==> config.mk <==
export PLATFORM = sky130hd
export DESIGN_NAME = ign2d_fade
export DESIGN_NICKNAME = d
export VERILOG_FILES = /design/src/rtl/ign2d_pkg.sv /design/src/rtl/ign2d_fade.sv
export SDC_FILE = /design/constraint.sdc
export NUM_CORES = 2
export LEC_CHECK = 0
export ABC_AREA = 1
export BUFFER_PORTS_ARGS = -buffer_cell sky130_fd_sc_hd__buf_2
export CELL_PAD_IN_SITES_DETAIL_PLACEMENT = 1
export CELL_PAD_IN_SITES_GLOBAL_PLACEMENT = 1
export CORE_MARGIN = 5
export CORE_UTILIZATION = 47
export CTS_BUF_LIST = sky130_fd_sc_hd__clkbuf_2 sky130_fd_sc_hd__clkbuf_4 sky130_fd_sc_hd__clkbuf_8
export CTS_CLUSTER_SIZE = 16
export DETAILED_ROUTE_END_ITERATION = 12
export PLACE_DENSITY_LB_ADDON = 0.1
export SLEW_MARGIN = 10
export SYNTH_ARGS = -nofsm -noshare
export SYNTH_HDL_FRONTEND = slang
export SYNTH_SLANG_ARGS = --single-unit
==> constraint.sdc <==
create_clock -name clk -period 7.7 [get_ports clk]
set_input_delay 0 -clock clk [delete_from_list [all_inputs] [get_ports clk]]
set_output_delay 0 -clock clk [all_outputs]
set_load 0.05 [all_outputs]
==> src/rtl/ign2d_pkg.sv <==
// ----------------------------------------------------------------------------
// ign2d_pkg: shared types and constants for the gradient noise pipeline
// Permutation table, stage enable bundle and elaboration-time fade helper.
// ----------------------------------------------------------------------------
package ign2d_pkg;

	// standard improved-noise permutation
	localparam logic [7:0] PERM [256] = '{
		8'd151,8'd160,8'd137,8'd91,8'd90,8'd15,8'd131,8'd13,8'd201,8'd95,8'd96,8'd53,
		8'd194,8'd233,8'd7,8'd225,8'd140,8'd36,8'd103,8'd30,8'd69,8'd142,8'd8,8'd99,
		8'd37,8'd240,8'd21,8'd10,8'd23,8'd190,8'd6,8'd148,8'd247,8'd120,8'd234,8'd75,
		8'd0,8'd26,8'd197,8'd62,8'd94,8'd252,8'd219,8'd203,8'd117,8'd35,8'd11,8'd32,
		8'd57,8'd177,8'd33,8'd88,8'd237,8'd149,8'd56,8'd87,8'd174,8'd20,8'd125,8'd136,
		8'd171,8'd168,8'd68,8'd175,8'd74,8'd165,8'd71,8'd134,8'd139,8'd48,8'd27,8'd166,
		8'd77,8'd146,8'd158,8'd231,8'd83,8'd111,8'd229,8'd122,8'd60,8'd211,8'd133,8'd230,
		8'd220,8'd105,8'd92,8'd41,8'd55,8'd46,8'd245,8'd40,8'd244,8'd102,8'd143,8'd54,
		8'd65,8'd25,8'd63,8'd161,8'd1,8'd216,8'd80,8'd73,8'd209,8'd76,8'd132,8'd187,
		8'd208,8'd89,8'd18,8'd169,8'd200,8'd196,8'd135,8'd130,8'd116,8'd188,8'd159,8'd86,
		8'd164,8'd100,8'd109,8'd198,8'd173,8'd186,8'd3,8'd64,8'd52,8'd217,8'd226,8'd250,
		8'd124,8'd123,8'd5,8'd202,8'd38,8'd147,8'd118,8'd126,8'd255,8'd82,8'd85,8'd212,
		8'd207,8'd206,8'd59,8'd227,8'd47,8'd16,8'd58,8'd17,8'd182,8'd189,8'd28,8'd42,
		8'd223,8'd183,8'd170,8'd213,8'd119,8'd248,8'd152,8'd2,8'd44,8'd154,8'd163,8'd70,
		8'd221,8'd153,8'd101,8'd155,8'd167,8'd43,8'd172,8'd9,8'd129,8'd22,8'd39,8'd253,
		8'd19,8'd98,8'd108,8'd110,8'd79,8'd113,8'd224,8'd232,8'd178,8'd185,8'd112,8'd104,
		8'd218,8'd246,8'd97,8'd228,8'd251,8'd34,8'd242,8'd193,8'd238,8'd210,8'd144,8'd12,
		8'd191,8'd179,8'd162,8'd241,8'd81,8'd51,8'd145,8'd235,8'd249,8'd14,8'd239,8'd107,
		8'd49,8'd192,8'd214,8'd31,8'd181,8'd199,8'd106,8'd157,8'd184,8'd84,8'd204,8'd176,
		8'd115,8'd121,8'd50,8'd45,8'd127,8'd4,8'd150,8'd254,8'd138,8'd236,8'd205,8'd93,
		8'd222,8'd114,8'd67,8'd29,8'd24,8'd72,8'd243,8'd141,8'd128,8'd195,8'd78,8'd66,
		8'd215,8'd61,8'd156,8'd180
	};

	// per-stage load enables
	typedef struct packed {
		logic s2;
		logic s3;
		logic s4;
		logic s5;
		logic s6;
		logic s7;
		logic s8;
		logic s9;
	} stage_en_t;

	function automatic longint mulq_c(longint a, longint b, int f);
		return (a * b + (64'sd1 <<< (f - 1))) >>> f;
	endfunction

	// fade of the fixed depth 0.8, worked out at elaboration
	function automatic longint fade_const(int f);
		longint one;
		longint t;
		longint p;
		one = 64'sd1 <<< f;
		t = ((64'sd8 <<< f) + 64'sd5) / 64'sd10;
		p = mulq_c(t, 64'sd6 * t - 64'sd15 * one, f) + 64'sd10 * one;
		return mulq_c(t, mulq_c(t, mulq_c(t, p, f), f), f);
	endfunction

endpackage

==> src/rtl/ign2d_fade.sv <==
// ----------------------------------------------------------------------------
// ign2d_fade: quintic fade curve
// Four multiply stages, one rounded product per stage (s2..s5).
// ----------------------------------------------------------------------------
module ign2d_fade #(
	parameter int FRAC_BITS = 16
) (
	input  logic                             clk,
	input  ign2d_pkg::stage_en_t             en,
	input  logic [FRAC_BITS-1:0]             t_in,
	output logic signed [FRAC_BITS+5:0]      fade_s5
);
	localparam int DW = FRAC_BITS + 6;
	localparam int PW = 2 * DW;
	localparam logic signed [DW-1:0] ONE = DW'(1) <<< FRAC_BITS;
	localparam logic signed [PW-1:0] HALF = PW'(1) <<< (FRAC_BITS - 1);

	function automatic logic signed [DW-1:0] mulq(logic signed [DW-1:0] a,
		logic signed [DW-1:0] b);
		logic signed [PW-1:0] p;
		p = PW'(a) * PW'(b);
		p = p + HALF;
		return DW'(p >>> FRAC_BITS);
	endfunction

	logic signed [DW-1:0] t0;
	logic signed [DW-1:0] t_s2, t_s3, t_s4;
	logic signed [DW-1:0] a_s2, a_s3, a_s4;

	assign t0 = DW'({1'b0, t_in});

	always_ff @(posedge clk) begin
		if (en.s2) begin
			t_s2 <= t0;
			a_s2 <= mulq(t0, DW'(6) * t0 - DW'(15) * ONE);
		end
		if (en.s3) begin
			t_s3 <= t_s2;
			a_s3 <= mulq(t_s2, a_s2 + DW'(10) * ONE);
		end
		if (en.s4) begin
			t_s4 <= t_s3;
			a_s4 <= mulq(t_s3, a_s3);
		end
		if (en.s5) begin
			fade_s5 <= mulq(t_s4, a_s4);
		end
	end
endmodule

==> run summary <==
======================================================================================
Average wire per standard cell ..........................................      20.1 um
Clock slew at the register clock pins of the worst setup and hold paths .       110 ps
Summed instance area of the synthesized netlist .........................  0.0584 mm^2
Worst skew pair latency .................................................       600 ps
Register bit total from synthesis .......................................          136
Run status ..............................................................    completed
CTS Root Buffer Type .................................................... sky130_fd_sc_hd__clkbuf_8
Clock skew after layout .................................................      28.4 ps
Yosys top cell by area .................................................. sky130_fd_sc_hd__fa_1
Worst max-slew margin expressed relative to the limit ...................        19.7%
GP Congestion ...........................................................        0.901
Layout cell share with drive strength beyond 1 ..........................        3.46%
Clock tree from TritonCTS ...............................................         done
Core area ...............................................................   0.124 mm^2
CP Class ................................................................       in2reg
First-pass GRT wire length ..............................................   290,000 um
Top cells by instance count after synthesis ............................. sky130_fd_sc_hd__inv_1, sky130_fd_sc_hd__nand2_1, sky130_fd_sc_hd__fa_1, sky130_fd_sc_hd__ha_1, sky130_fd_sc_hd__nor2_1
Crit path arrival time ..................................................      7600 ps
Overall routed net length ...............................................   178,000 um
Final hold violation count ..............................................            0
Row Count ...............................................................          129
Via count of the first global-routing pass ..............................       52,300
Startpoint type of the worst setup path .................................   input port
DIE AREA ................................................................   0.131 mm^2
Kind of end point of the critical path ..................................         flop
RSZ-0062 raised after global routing ....................................           no
Count of port buffers added during placement ............................           42
Required @ worst endpoint ...............................................      8070 ps
Detailed Place HPWL .....................................................   155,000 um
CP max stage cell ....................................................... sky130_fd_sc_hd__ha_1
Initial antenna violation count .........................................            3
Global Route Usage Sum ..................................................        28.4%
Total number of vias ....................................................       45,100
Antenna viol nets, final ................................................            0
Overflow after GRT ......................................................            0
Final net count .........................................................        9,035
Post-detailed-route DRC marker count ....................................            0
Cell with the most instances after synthesis ............................ sky130_fd_sc_hd__inv_1
Fmax ....................................................................      138 MHz
Number of cells produced by synthesis ...................................        7,266
Clock Sinks .............................................................          136
Largest net degree at the start of global routing .......................           39
Detailed router's first-iteration violation count .......................        2,204
IO Count ................................................................           47
Crit-path max FO ........................................................           13
Largest stage delay on the critical path ................................       660 ps
Mean Syn Cell Area ......................................................    8.04 um^2
Die W ...................................................................       363 um
Initial cell density of the core ........................................        47.3%
Net count after synthesis ...............................................        9,090
Setup Slack @ Placement .................................................       426 ps
Die height ..............................................................       363 um
Area growth syn-to-layout ...............................................        4.70%
Cell area reported after detailed placement .............................  0.0606 mm^2
Count of cells resized by post-cts repair ...............................            0
H-tree depth ............................................................            4
DR pass1 iterations .....................................................            5
Clock tree buffer depth .................................................            2
Yosys top cell area share ...............................................        46.3%
Largest cells by area after synthesis ................................... sky130_fd_sc_hd__fa_1, sky130_fd_sc_hd__inv_1, sky130_fd_sc_hd__nand2_1, sky130_fd_sc_hd__ha_1, sky130_fd_sc_hd__edfxtp_1
Max_cap viols ...........................................................            0
Classification of the worst-slack hold path .............................       in2reg
Ys async rst share ......................................................           0%
Final period demand of the worst path ...................................      7230 ps
Worst Max-Slew Pin Slew .................................................      1200 ps
Part of the cycle the worst path needs ..................................        93.9%
Ys flop type ............................................................ sky130_fd_sc_hd__edfxtp_1
Setup WS post-layout ....................................................       472 ps
Finished Cell Area ......................................................  0.0612 mm^2
Final-report setup violation count ......................................            0
Setup Total Neg Slack ...................................................         0 ps
Number of enable-type register cells in the synthesized netlist .........          136
Hold WS .................................................................      64.6 ps
Portion of the post-synthesis area used by sequential elements ..........        6.99%
Via count normalized by instance count ..................................         5.09
Warning count from the yosys run ........................................            0
Post-synthesis cell type count ..........................................           53
CTS buffer count ........................................................           17
Max-slew violation count ................................................            0
======================================================================================
worst paths after layout:
check	from	to	slack, ps	depth (start not counted)
max	t_in[14]	a_s2[21]	470	31
min	en[5]	t_s4[2]	60	1
max reg2reg	a_s2[17]	a_s3[21]	490	26
min reg2reg	t_s2[0]	t_s3[0]	770	1
logic make-up after synthesis:
logic type                 count (synthesis)  share of synthesized area (%)
AOI/OAI and AO/OA                        298                           2.98
xor gates and xnor gates                  85                           1.30
adders and majority gates               1799                           55.9
buffers and inverters                   2538                           16.4
DFF                                      136                           6.99
and+or+nand+nor                         2410                           16.5
per-stage QoR:
stage / instances / util, %
floorplan: 7266 / -
global placement: 8812 / 49.0
detailed placement: 8812 / 49.0
CTS: 8861 / 49.5
global route: 8862 / 49.5
finish: 8864 / 49.5
registers in the layout, summed over array words and instances, names as in the netlist:
| signal | flops |
|---|---|
| a_s2 | 22 |
| a_s3 | 22 |
| a_s4 | 22 |
| fade_s5 | 22 |
| t_s2 | 16 |
| t_s3 | 16 |
| t_s4 | 16 |
critical path: cells and delay by family:
kind	cells	cell delay, ps
AND/OR/NAND/NOR	13	1730
buffers and inverters	8	1240
AO/OA/AOI/OAI	1	120
adder cells (fa/ha/maj)	9	4510
per-layer routing:
layer	up-vias	GRT usage (%)	share of wire [%]
li1	20400	-	-
met1	23500	37.3	43
met2	943	50.0	50
met3	225	4.06	4.7
met4	0	6.89	2.6
met5	-	0	0
timing repair:
item | CTS | global route
hold buffers | 17 | 0
endpoints found under the hold margin | 38 | 0
setup endpoints to repair | 0 | 0
setup buffers | 0 | 0
placed cells by master (no fill, tap or decap), types with 3 or more instances in the layout:
cell and count:
sky130_fd_sc_hd__a21boi_0 6, sky130_fd_sc_hd__a21o_1 25, sky130_fd_sc_hd__a21oi_1 141, sky130_fd_sc_hd__a31oi_1 14
sky130_fd_sc_hd__and3_1 6, sky130_fd_sc_hd__buf_2 42, sky130_fd_sc_hd__buf_4 123, sky130_fd_sc_hd__clkbuf_8 17
sky130_fd_sc_hd__clkinv_1 5, sky130_fd_sc_hd__clkinv_2 4, sky130_fd_sc_hd__diode_2 3, sky130_fd_sc_hd__dlygate4sd3_1 17
sky130_fd_sc_hd__edfxtp_1 136, sky130_fd_sc_hd__fa_1 1350, sky130_fd_sc_hd__ha_1 449, sky130_fd_sc_hd__inv_1 2275
sky130_fd_sc_hd__inv_2 3, sky130_fd_sc_hd__inv_6 5, sky130_fd_sc_hd__nand2_1 1725, sky130_fd_sc_hd__nand2_2 6
sky130_fd_sc_hd__nand2_4 7, sky130_fd_sc_hd__nand3_1 175, sky130_fd_sc_hd__nand3_2 4, sky130_fd_sc_hd__nand3b_1 4
sky130_fd_sc_hd__nand4_1 13, sky130_fd_sc_hd__nor2_1 403, sky130_fd_sc_hd__nor2_4 9, sky130_fd_sc_hd__nor3_1 24
sky130_fd_sc_hd__nor4_1 11, sky130_fd_sc_hd__o21a_1 6, sky130_fd_sc_hd__o21ai_0 64, sky130_fd_sc_hd__o21bai_1 31
sky130_fd_sc_hd__or2_2 11, sky130_fd_sc_hd__xnor2_1 26, sky130_fd_sc_hd__xor2_1 57
layout make-up:
type	count	area, um^2
Inverter	2282	8570
Timing Repair Buffer	182	1300
Clock inverter	14	144
Multi-Input combinational cell	4592	44800
Clock buffer	18	241
Tap cell	1637	2050
Sequential cell	136	4080
Antenna cell	3	7.51
Fill cell	15200	62500
Power is left out: the tool's default activity adds up to more than one toggle a clock period on the data nets, which glitch-free logic cannot reach.
